### src/rmwf_pkg.sv
// ----------------------------------------------------------------------------
// rmwf_pkg: shared types and constants for the recursive mutex unit
// Sizes of the thread space, nesting counter and waiter FIFO, and status codes.
// ----------------------------------------------------------------------------
package rmwf_pkg;

	localparam int THREAD_COUNT = 16;
	localparam int COUNT_BITS   = 8;

	// Fixed payload widths of the request and response transfers.
	localparam int TID_BITS    = 4;
	localparam int STATUS_BITS = 3;
	localparam int REPEAT_BITS = 8;

	localparam int QIDX_BITS = (THREAD_COUNT > 1) ? $clog2(THREAD_COUNT) : 1;
	localparam int FILL_BITS = $clog2(THREAD_COUNT + 1);

	typedef enum logic [0:0] {
		OP_ACQUIRE = 1'b0,
		OP_RELEASE = 1'b1
	} op_t;

	typedef enum logic [STATUS_BITS-1:0] {
		ST_GRANTED         = 3'd0,
		ST_BLOCKED         = 3'd1,
		ST_LOWERED         = 3'd2,
		ST_FREED           = 3'd3,
		ST_NOT_HOLDER      = 3'd4,
		ST_ALREADY_WAITING = 3'd5,
		ST_QUEUE_FULL      = 3'd6,
		ST_OVERFLOW        = 3'd7
	} status_t;

endpackage

### src/rmwf_req_if.sv
// ----------------------------------------------------------------------------
// rmwf_req_if: request channel of the recursive mutex unit
// One transfer carries an acquire or release request from a numbered thread.
// ----------------------------------------------------------------------------
interface rmwf_req_if;
	logic                          valid;
	logic                          ready;
	logic                          operation;
	logic [rmwf_pkg::TID_BITS-1:0] thread_id;

	modport source (output valid, output operation, output thread_id, input ready);
	modport sink   (input valid, input operation, input thread_id, output ready);
endinterface

### src/rmwf_rsp_if.sv
// ----------------------------------------------------------------------------
// rmwf_rsp_if: response channel of the recursive mutex unit
// One transfer carries the status, wake-up and nesting count of one request.
// ----------------------------------------------------------------------------
interface rmwf_rsp_if;
	logic                             valid;
	logic                             ready;
	logic [rmwf_pkg::STATUS_BITS-1:0] status;
	logic                             wake_valid;
	logic [rmwf_pkg::TID_BITS-1:0]    wake_thread;
	logic [rmwf_pkg::REPEAT_BITS-1:0] repeat_count;

	modport source (
		output valid, output status, output wake_valid, output wake_thread,
		output repeat_count, input ready
	);
	modport sink (
		input valid, input status, input wake_valid, input wake_thread,
		input repeat_count, output ready
	);
endinterface

### src/recursive_mutex_with_waiter_fifo_unit.sv
// ----------------------------------------------------------------------------
// recursive_mutex_with_waiter_fifo_unit: recursive lock with a FIFO of waiters
// Flow: a request waits in the request register until its response can be
// registered; the response then holds until it is transferred.
// Throughput: one request per cycle while the response is not stalled; the
// lock state is read and updated between the request and response registers.
// Reset: asynchronous, active low; lock free, count zero, waiter FIFO empty.
// ----------------------------------------------------------------------------
module recursive_mutex_with_waiter_fifo_unit (
	input  logic       clk,
	input  logic       arst_n,
	rmwf_req_if.sink   req,
	rmwf_rsp_if.source rsp
);

	// Request register
	logic                          valid_s1;
	logic                          op_s1;
	logic [rmwf_pkg::TID_BITS-1:0] tid_s1;

	// Lock state
	logic                                lock_taken_q;
	logic [rmwf_pkg::TID_BITS-1:0]       holder_q;
	logic [rmwf_pkg::COUNT_BITS-1:0]     count_q;
	logic [rmwf_pkg::TID_BITS-1:0]       queue_q [rmwf_pkg::THREAD_COUNT];
	logic [rmwf_pkg::QIDX_BITS-1:0]      head_q;
	logic [rmwf_pkg::FILL_BITS-1:0]      fill_q;
	logic [rmwf_pkg::THREAD_COUNT-1:0]   waiting_q;

	// Response register
	logic                             rsp_valid_q;
	rmwf_pkg::status_t                status_q;
	logic                             wake_valid_q;
	logic [rmwf_pkg::TID_BITS-1:0]    wake_thread_q;
	logic [rmwf_pkg::REPEAT_BITS-1:0] repeat_q;

	logic advance;

	// Next values worked out from the request register and the state
	logic                             known;
	logic [rmwf_pkg::QIDX_BITS-1:0]   tid_idx;
	logic                             is_holder;
	logic                             is_waiting;
	logic                             queue_full;
	logic [rmwf_pkg::QIDX_BITS:0]     tail_sum;
	logic [rmwf_pkg::QIDX_BITS-1:0]   tail_idx;
	logic [rmwf_pkg::QIDX_BITS-1:0]   head_inc;
	logic [rmwf_pkg::TID_BITS-1:0]    head_thread;
	logic [rmwf_pkg::QIDX_BITS-1:0]   wake_idx;
	logic                             wake_known;

	rmwf_pkg::status_t                status_d;
	logic                             wake_valid_d;
	logic [rmwf_pkg::TID_BITS-1:0]    wake_thread_d;
	logic                             lock_taken_d;
	logic [rmwf_pkg::TID_BITS-1:0]    holder_d;
	logic [rmwf_pkg::COUNT_BITS-1:0]  count_d;
	logic                             push;
	logic                             pop;

	assign advance   = valid_s1 && (!rsp_valid_q || rsp.ready);
	assign req.ready = !valid_s1 || advance;

	always_ff @(posedge clk or negedge arst_n) begin
		if (!arst_n) begin
			valid_s1 <= 1'b0;
		end else if (req.ready) begin
			valid_s1 <= req.valid;
		end
	end

	always_ff @(posedge clk) begin
		if (req.valid && req.ready) begin
			op_s1  <= req.operation;
			tid_s1 <= req.thread_id;
		end
	end

	assign known = ({1'b0, 32'(tid_s1)} < {1'b0, 32'(rmwf_pkg::THREAD_COUNT)});
	assign tid_idx    = rmwf_pkg::QIDX_BITS'(tid_s1);
	assign is_holder  = lock_taken_q && (holder_q == tid_s1);
	assign is_waiting = known && waiting_q[tid_idx];
	assign queue_full = (32'(fill_q) >= 32'(rmwf_pkg::THREAD_COUNT));

	// Tail position wraps round the FIFO; the sum stays below twice its depth.
	assign tail_sum = {1'b0, head_q} + (rmwf_pkg::QIDX_BITS+1)'(fill_q);
	assign tail_idx = (32'(tail_sum) >= 32'(rmwf_pkg::THREAD_COUNT))
		? rmwf_pkg::QIDX_BITS'(32'(tail_sum) - 32'(rmwf_pkg::THREAD_COUNT))
		: rmwf_pkg::QIDX_BITS'(tail_sum);
	assign head_inc = (32'(head_q) == 32'(rmwf_pkg::THREAD_COUNT) - 32'd1)
		? '0 : head_q + 1'b1;
	assign head_thread = queue_q[head_q];
	assign wake_idx    = rmwf_pkg::QIDX_BITS'(head_thread);
	assign wake_known  = ({1'b0, 32'(head_thread)} < {1'b0, 32'(rmwf_pkg::THREAD_COUNT)});

	always_comb begin
		status_d      = rmwf_pkg::ST_NOT_HOLDER;
		wake_valid_d  = 1'b0;
		wake_thread_d = '0;
		lock_taken_d  = lock_taken_q;
		holder_d      = holder_q;
		count_d       = count_q;
		push          = 1'b0;
		pop           = 1'b0;
		if (op_s1 == rmwf_pkg::OP_ACQUIRE) begin
			if (is_holder) begin
				if (&count_q) begin
					status_d = rmwf_pkg::ST_OVERFLOW;
				end else begin
					status_d = rmwf_pkg::ST_GRANTED;
					count_d  = count_q + 1'b1;
				end
			end else if (is_waiting) begin
				status_d = rmwf_pkg::ST_ALREADY_WAITING;
			end else if (!lock_taken_q) begin
				status_d     = rmwf_pkg::ST_GRANTED;
				lock_taken_d = 1'b1;
				holder_d     = tid_s1;
				count_d      = rmwf_pkg::COUNT_BITS'(1);
			end else if (!known || queue_full) begin
				status_d = rmwf_pkg::ST_QUEUE_FULL;
			end else begin
				status_d = rmwf_pkg::ST_BLOCKED;
				push     = 1'b1;
			end
		end else begin
			if (!is_holder) begin
				status_d = rmwf_pkg::ST_NOT_HOLDER;
			end else if (count_q > rmwf_pkg::COUNT_BITS'(1)) begin
				status_d = rmwf_pkg::ST_LOWERED;
				count_d  = count_q - 1'b1;
			end else begin
				status_d     = rmwf_pkg::ST_FREED;
				lock_taken_d = 1'b0;
				holder_d     = '0;
				count_d      = '0;
				if (fill_q != '0) begin
					pop           = 1'b1;
					wake_valid_d  = 1'b1;
					wake_thread_d = head_thread;
				end
			end
		end
	end

	always_ff @(posedge clk or negedge arst_n) begin
		if (!arst_n) begin
			lock_taken_q <= 1'b0;
			holder_q     <= '0;
			count_q      <= '0;
			head_q       <= '0;
			fill_q       <= '0;
			waiting_q    <= '0;
		end else if (advance) begin
			lock_taken_q <= lock_taken_d;
			holder_q     <= holder_d;
			count_q      <= count_d;
			if (push) begin
				fill_q             <= fill_q + 1'b1;
				waiting_q[tid_idx] <= 1'b1;
			end else if (pop) begin
				fill_q <= fill_q - 1'b1;
				head_q <= head_inc;
				if (wake_known) begin
					waiting_q[wake_idx] <= 1'b0;
				end
			end
		end
	end

	always_ff @(posedge clk) begin
		if (advance && push) begin
			queue_q[tail_idx] <= tid_s1;
		end
	end

	always_ff @(posedge clk or negedge arst_n) begin
		if (!arst_n) begin
			rsp_valid_q <= 1'b0;
		end else if (advance) begin
			rsp_valid_q <= 1'b1;
		end else if (rsp.ready) begin
			rsp_valid_q <= 1'b0;
		end
	end

	// The count shown is the one left after the request; zero once freed.
	always_ff @(posedge clk) begin
		if (advance) begin
			status_q      <= status_d;
			wake_valid_q  <= wake_valid_d;
			wake_thread_q <= wake_thread_d;
			repeat_q      <= rmwf_pkg::REPEAT_BITS'(lock_taken_d ? count_d : '0);
		end
	end

	assign rsp.valid        = rsp_valid_q;
	assign rsp.status       = status_q;
	assign rsp.wake_valid   = wake_valid_q;
	assign rsp.wake_thread  = wake_thread_q;
	assign rsp.repeat_count = repeat_q;

endmodule

### src/flat_wrapper.sv
// flat-port wrapper written by rule: the top's interface ports become plain ports
module recursive_mutex_with_waiter_fifo_unit_flat 
  (clk, arst_n, req_valid, req_operation, req_thread_id, req_ready, rsp_valid, rsp_status, rsp_wake_valid, rsp_wake_thread, rsp_repeat_count, rsp_ready);
  rmwf_req_if req_i ();
  rmwf_rsp_if rsp_i ();
  input  logic clk;
  input  logic arst_n;
  input wire logic [$bits(req_i.valid)-1:0] req_valid;
  input wire logic [$bits(req_i.operation)-1:0] req_operation;
  input wire logic [$bits(req_i.thread_id)-1:0] req_thread_id;
  output wire logic [$bits(req_i.ready)-1:0] req_ready;
  output wire logic [$bits(rsp_i.valid)-1:0] rsp_valid;
  output wire logic [$bits(rsp_i.status)-1:0] rsp_status;
  output wire logic [$bits(rsp_i.wake_valid)-1:0] rsp_wake_valid;
  output wire logic [$bits(rsp_i.wake_thread)-1:0] rsp_wake_thread;
  output wire logic [$bits(rsp_i.repeat_count)-1:0] rsp_repeat_count;
  input wire logic [$bits(rsp_i.ready)-1:0] rsp_ready;
  assign req_i.valid = req_valid;
  assign req_i.operation = req_operation;
  assign req_i.thread_id = req_thread_id;
  assign req_ready = req_i.ready;
  assign rsp_valid = rsp_i.valid;
  assign rsp_status = rsp_i.status;
  assign rsp_wake_valid = rsp_i.wake_valid;
  assign rsp_wake_thread = rsp_i.wake_thread;
  assign rsp_repeat_count = rsp_i.repeat_count;
  assign rsp_i.ready = rsp_ready;
  recursive_mutex_with_waiter_fifo_unit u_core (.clk(clk), .arst_n(arst_n), .req(req_i), .rsp(rsp_i));
endmodule
### config.mk
export PLATFORM = sky130hd
export DESIGN_NAME = recursive_mutex_with_waiter_fifo_unit_flat
export DESIGN_NICKNAME = d
export VERILOG_FILES = /design/src/rmwf_pkg.sv /design/src/rmwf_req_if.sv /design/src/rmwf_rsp_if.sv /design/src/recursive_mutex_with_waiter_fifo_unit.sv /design/src/flat_wrapper.sv
export SDC_FILE = /design/constraint.sdc
export NUM_CORES = 1
export LEC_CHECK = 0
export ABC_AREA = 1
export BUFFER_PORTS_ARGS = -buffer_cell sky130_fd_sc_hd__clkbuf_2
export CELL_PAD_IN_SITES_DETAIL_PLACEMENT = 0
export CELL_PAD_IN_SITES_GLOBAL_PLACEMENT = 1
export CORE_ASPECT_RATIO = 0.75
export CORE_MARGIN = 2
export CORE_UTILIZATION = 40
export DETAILED_ROUTE_END_ITERATION = 10
export PLACE_DENSITY = 0.72
export SLEW_MARGIN = 20
export SYNTH_ARGS = -nofsm -noshare
export SYNTH_HDL_FRONTEND = slang
export SYNTH_SLANG_ARGS = --single-unit
### constraint.sdc
create_clock -name clk -period 2.95 [get_ports clk]
set_clock_uncertainty 0.2 [all_clocks]
set_input_delay 0.295 -clock clk [delete_from_list [all_inputs] [get_ports clk]]
set_output_delay 0.295 -clock clk [all_outputs]
set_load 0.1 [all_outputs]
==> out/qor.yml <==
status: "finished, final reports clean"
grt_antenna_before_repair: 0
wl_per_cell_um: 16.0
grt_pass1_wl_um: 26300
register_area_um2: 3550
detail-route-antenna-nets: 0
r2r-end: "u_core.queue_q[1][0]"
fillCellCount: 1543
postRouteWirelength_um: 16200
power_density_nw_per_um2: 979
portBuffers: 26
p_leak_nw: 3.30
yosys.cell_count.top_type: "nand2_1"
synthCells: 739
synth-seq-cells: 125
cp.arrival_ns: 2.65
synth_edf_count: 85
synth_fp_nets: 760
vias: 5100
worstSetupPathType: "reg2reg"
dieArea_um2: 17300
start_util_pct: 40.7
power.total_mw: 7.43
yosysWarningCount: 0
pre_cts_ws_ns: 0.0892
maxSlewHeadroom_pct: 58.4
num-nets-final: 809
reg2reg_depth: 13
synth_top_cell_area_share_pct: 39.3
ir_worst_vdd_v: 0.000475
dr.pass1.iters: 5
antennaDiodeCount: 0
cp-end-kind: "flop"
setup_viol: 0
fp.dieH_um: 114
grt.total_usage_pct: 20.2
clk_latency_ns: 0.43
regToRegSetupSlack_ns: 0.17
clock-sinks: 125
clockBufferDepth: 2
drv_cap: 0
async_reset_ff_share_pct: 32.0
grt_remaining_overflow: 0
yosys-top-cells-area: "edfxtp_1 (39%), dfrtp_1 (15%), nand2_1 (10%), nor2_1 (7.7%), o21ai_0 (4.3%)"
coreArea_um2: 16000
avgSynthCellArea_um2: 8.80
syn2layout_area_growth_pct: 16.7
drc: 0
slew_viol_final: 0
startpoint: "u_core.tid_idx[0]"
crit_fanout: 18
fin_setup_tns_ns: 0
drt_iter0_drc: 347
htreeDepth: 4
cts_tree: "done"
synth_sequential_area_ratio_pct: 54.6
synth_area_um2: 6500
grt_pass1_vias: 4900
finalHoldViolCount: 0
worstPathRequired_ns: 2.82
fin_util_pct: 47.5
rr_startpoint: "u_core.tid_idx[0]"
setup.worst_path.end: "u_core.queue_q[1][0]"
finalCritPeriodShare_pct: 94.4
fmax_mhz: 359
rsz0062_at_grt: "no"
hp-class: "in2async"
worstMarginPinSlew_ns: 0.624
rows: 40
cts_root_buffer: "clkbuf_16"
setup_ws_ns: 0.165
startpoint_type: "flop"
ioPinCount: 27
ys_types: 42
clkTransAtPathRegs_ns: 0.06
via_per_inst: 5.04
synth_top_flop_cell: "edfxtp_1"
yosysTopAreaCell: "edfxtp_1"
timing.hold.ws_ns: 0.128
period_needed_ns: 2.78
drive_gt1_share_pct: 12.6
dpl.hpwl_um: 11300
grt_max_degree: 29
cts_buffers: 17
die_w_um: 151
place_congestion: 0.846
synth_common_cells: "nand2_1 (179), nor2_1 (133), edfxtp_1 (85)"
multi_input_area_um2: 2550
[worst min-delay path by stage]
stage / slack (ns) / end / from
5_1_grt: 0.15 / u_core.waiting_q[7] / arst_n
6_report: 0.13 / u_core.waiting_q[2] / arst_n
3_3_place_gp: 0.04 / u_core.waiting_q[6] / arst_n
4_1_cts: 0.13 / u_core.waiting_q[2] / arst_n
2_1_floorplan: -0.20 / u_core.count_q[0] / arst_n
3_5_place_dp: 0.04 / u_core.waiting_q[7] / arst_n
[metal layers]
layer,vias to the layer above,GRT usage [%],share of wire (%)
li1,2543,-,-
met1,2432,31.7,53
met2,111,27.8,41
met3,14,4.02,4.8
met4,0,6.17,1.1
met5,-,0,0
[final cells by class]
class | instances | area share (%)
Multi-Input combinational cell | 521 | 33.7
Tap cell | 210 | 3.46
Clock inverter | 13 | 1.55
Timing Repair Buffer | 56 | 5.47
Clock buffer | 19 | 5.70
Sequential cell | 125 | 46.8
Inverter | 67 | 3.35
[state kept, by name (all words and copies together), names as in the netlist, 3 cells and up]
| signal | cells |
|---|---|
| u_core.count_q | 8 |
| u_core.fill_q | 5 |
| u_core.head_q | 4 |
| u_core.holder_q | 4 |
| u_core.queue_q | 64 |
| u_core.rsp.repeat_count | 8 |
| u_core.rsp.status | 3 |
| u_core.rsp.wake_thread | 4 |
| u_core.tid_idx | 4 |
| u_core.waiting_q | 16 |
[cell families (layout without fill, tap and decap cells)]
kind of cell,Yosys count,count (layout),synth area share (%)
AO/OA/AOI/OAI,102,102,8.52
XOR/XNOR,18,18,2.42
adder cells (fa/ha/maj),12,12,2.54
buffers and inverters,93,155,6.29
flip-flops,125,125,54.6
AND/OR/NAND/NOR,389,389,25.6
[critical path: stages, from the launching register on]
cell	delay (ns)
edfxtp_1	0.43
buf_4	0.23
nand2_1	0.07
nand2_1	0.05
nand2_1	0.06
nand2_1	0.05
nand2_1	0.05
nand2_1	0.08
nor2_4	0.22
buf_12	0.14
nand4_4	0.09
inv_2	0.13
nand3_1	0.20
nor2_1	0.42
[placed cells by master (no fill, tap or decap), types with 6 or more instances in the layout]
| cell | instances |
|---|---|
| a21oi_1 | 27 |
| buf_4 | 18 |
| clkbuf_16 | 17 |
| clkbuf_2 | 26 |
| dfrtp_1 | 40 |
| dlygate4sd3_1 | 9 |
| edfxtp_1 | 85 |
| ha_1 | 10 |
| inv_1 | 61 |
| nand2_1 | 179 |
| nand2_2 | 6 |
| nand3_1 | 47 |
| nand4_1 | 8 |
| nor2_1 | 132 |
| o21ai_0 | 56 |
| o21bai_1 | 6 |
| xor2_1 | 16 |
[power breakdown]
| part | switching (mW) | internal, mW |
|---|---|---|
| registers | 0.240 | 2.13 |
| logic | 2.18 | 0.912 |
| clock network | 0.807 | 1.16 |
[through the flow]
step,instances,area (um^2)
CTS,1010,7560
global route,1011,7590
floorplan,739,6500
global placement,969,6920
detailed placement,969,6920
finish,1011,7590
[what timing repair did]
action / in CTS / in global routing
resized for setup: 0 / 4
buffers inserted: 0 / 1
endpoints found under the setup margin: 0 / 1
hold buffers: 9 / 0
hold endpoints to repair: 19 / 0
(Power assumes the default switching activity.)
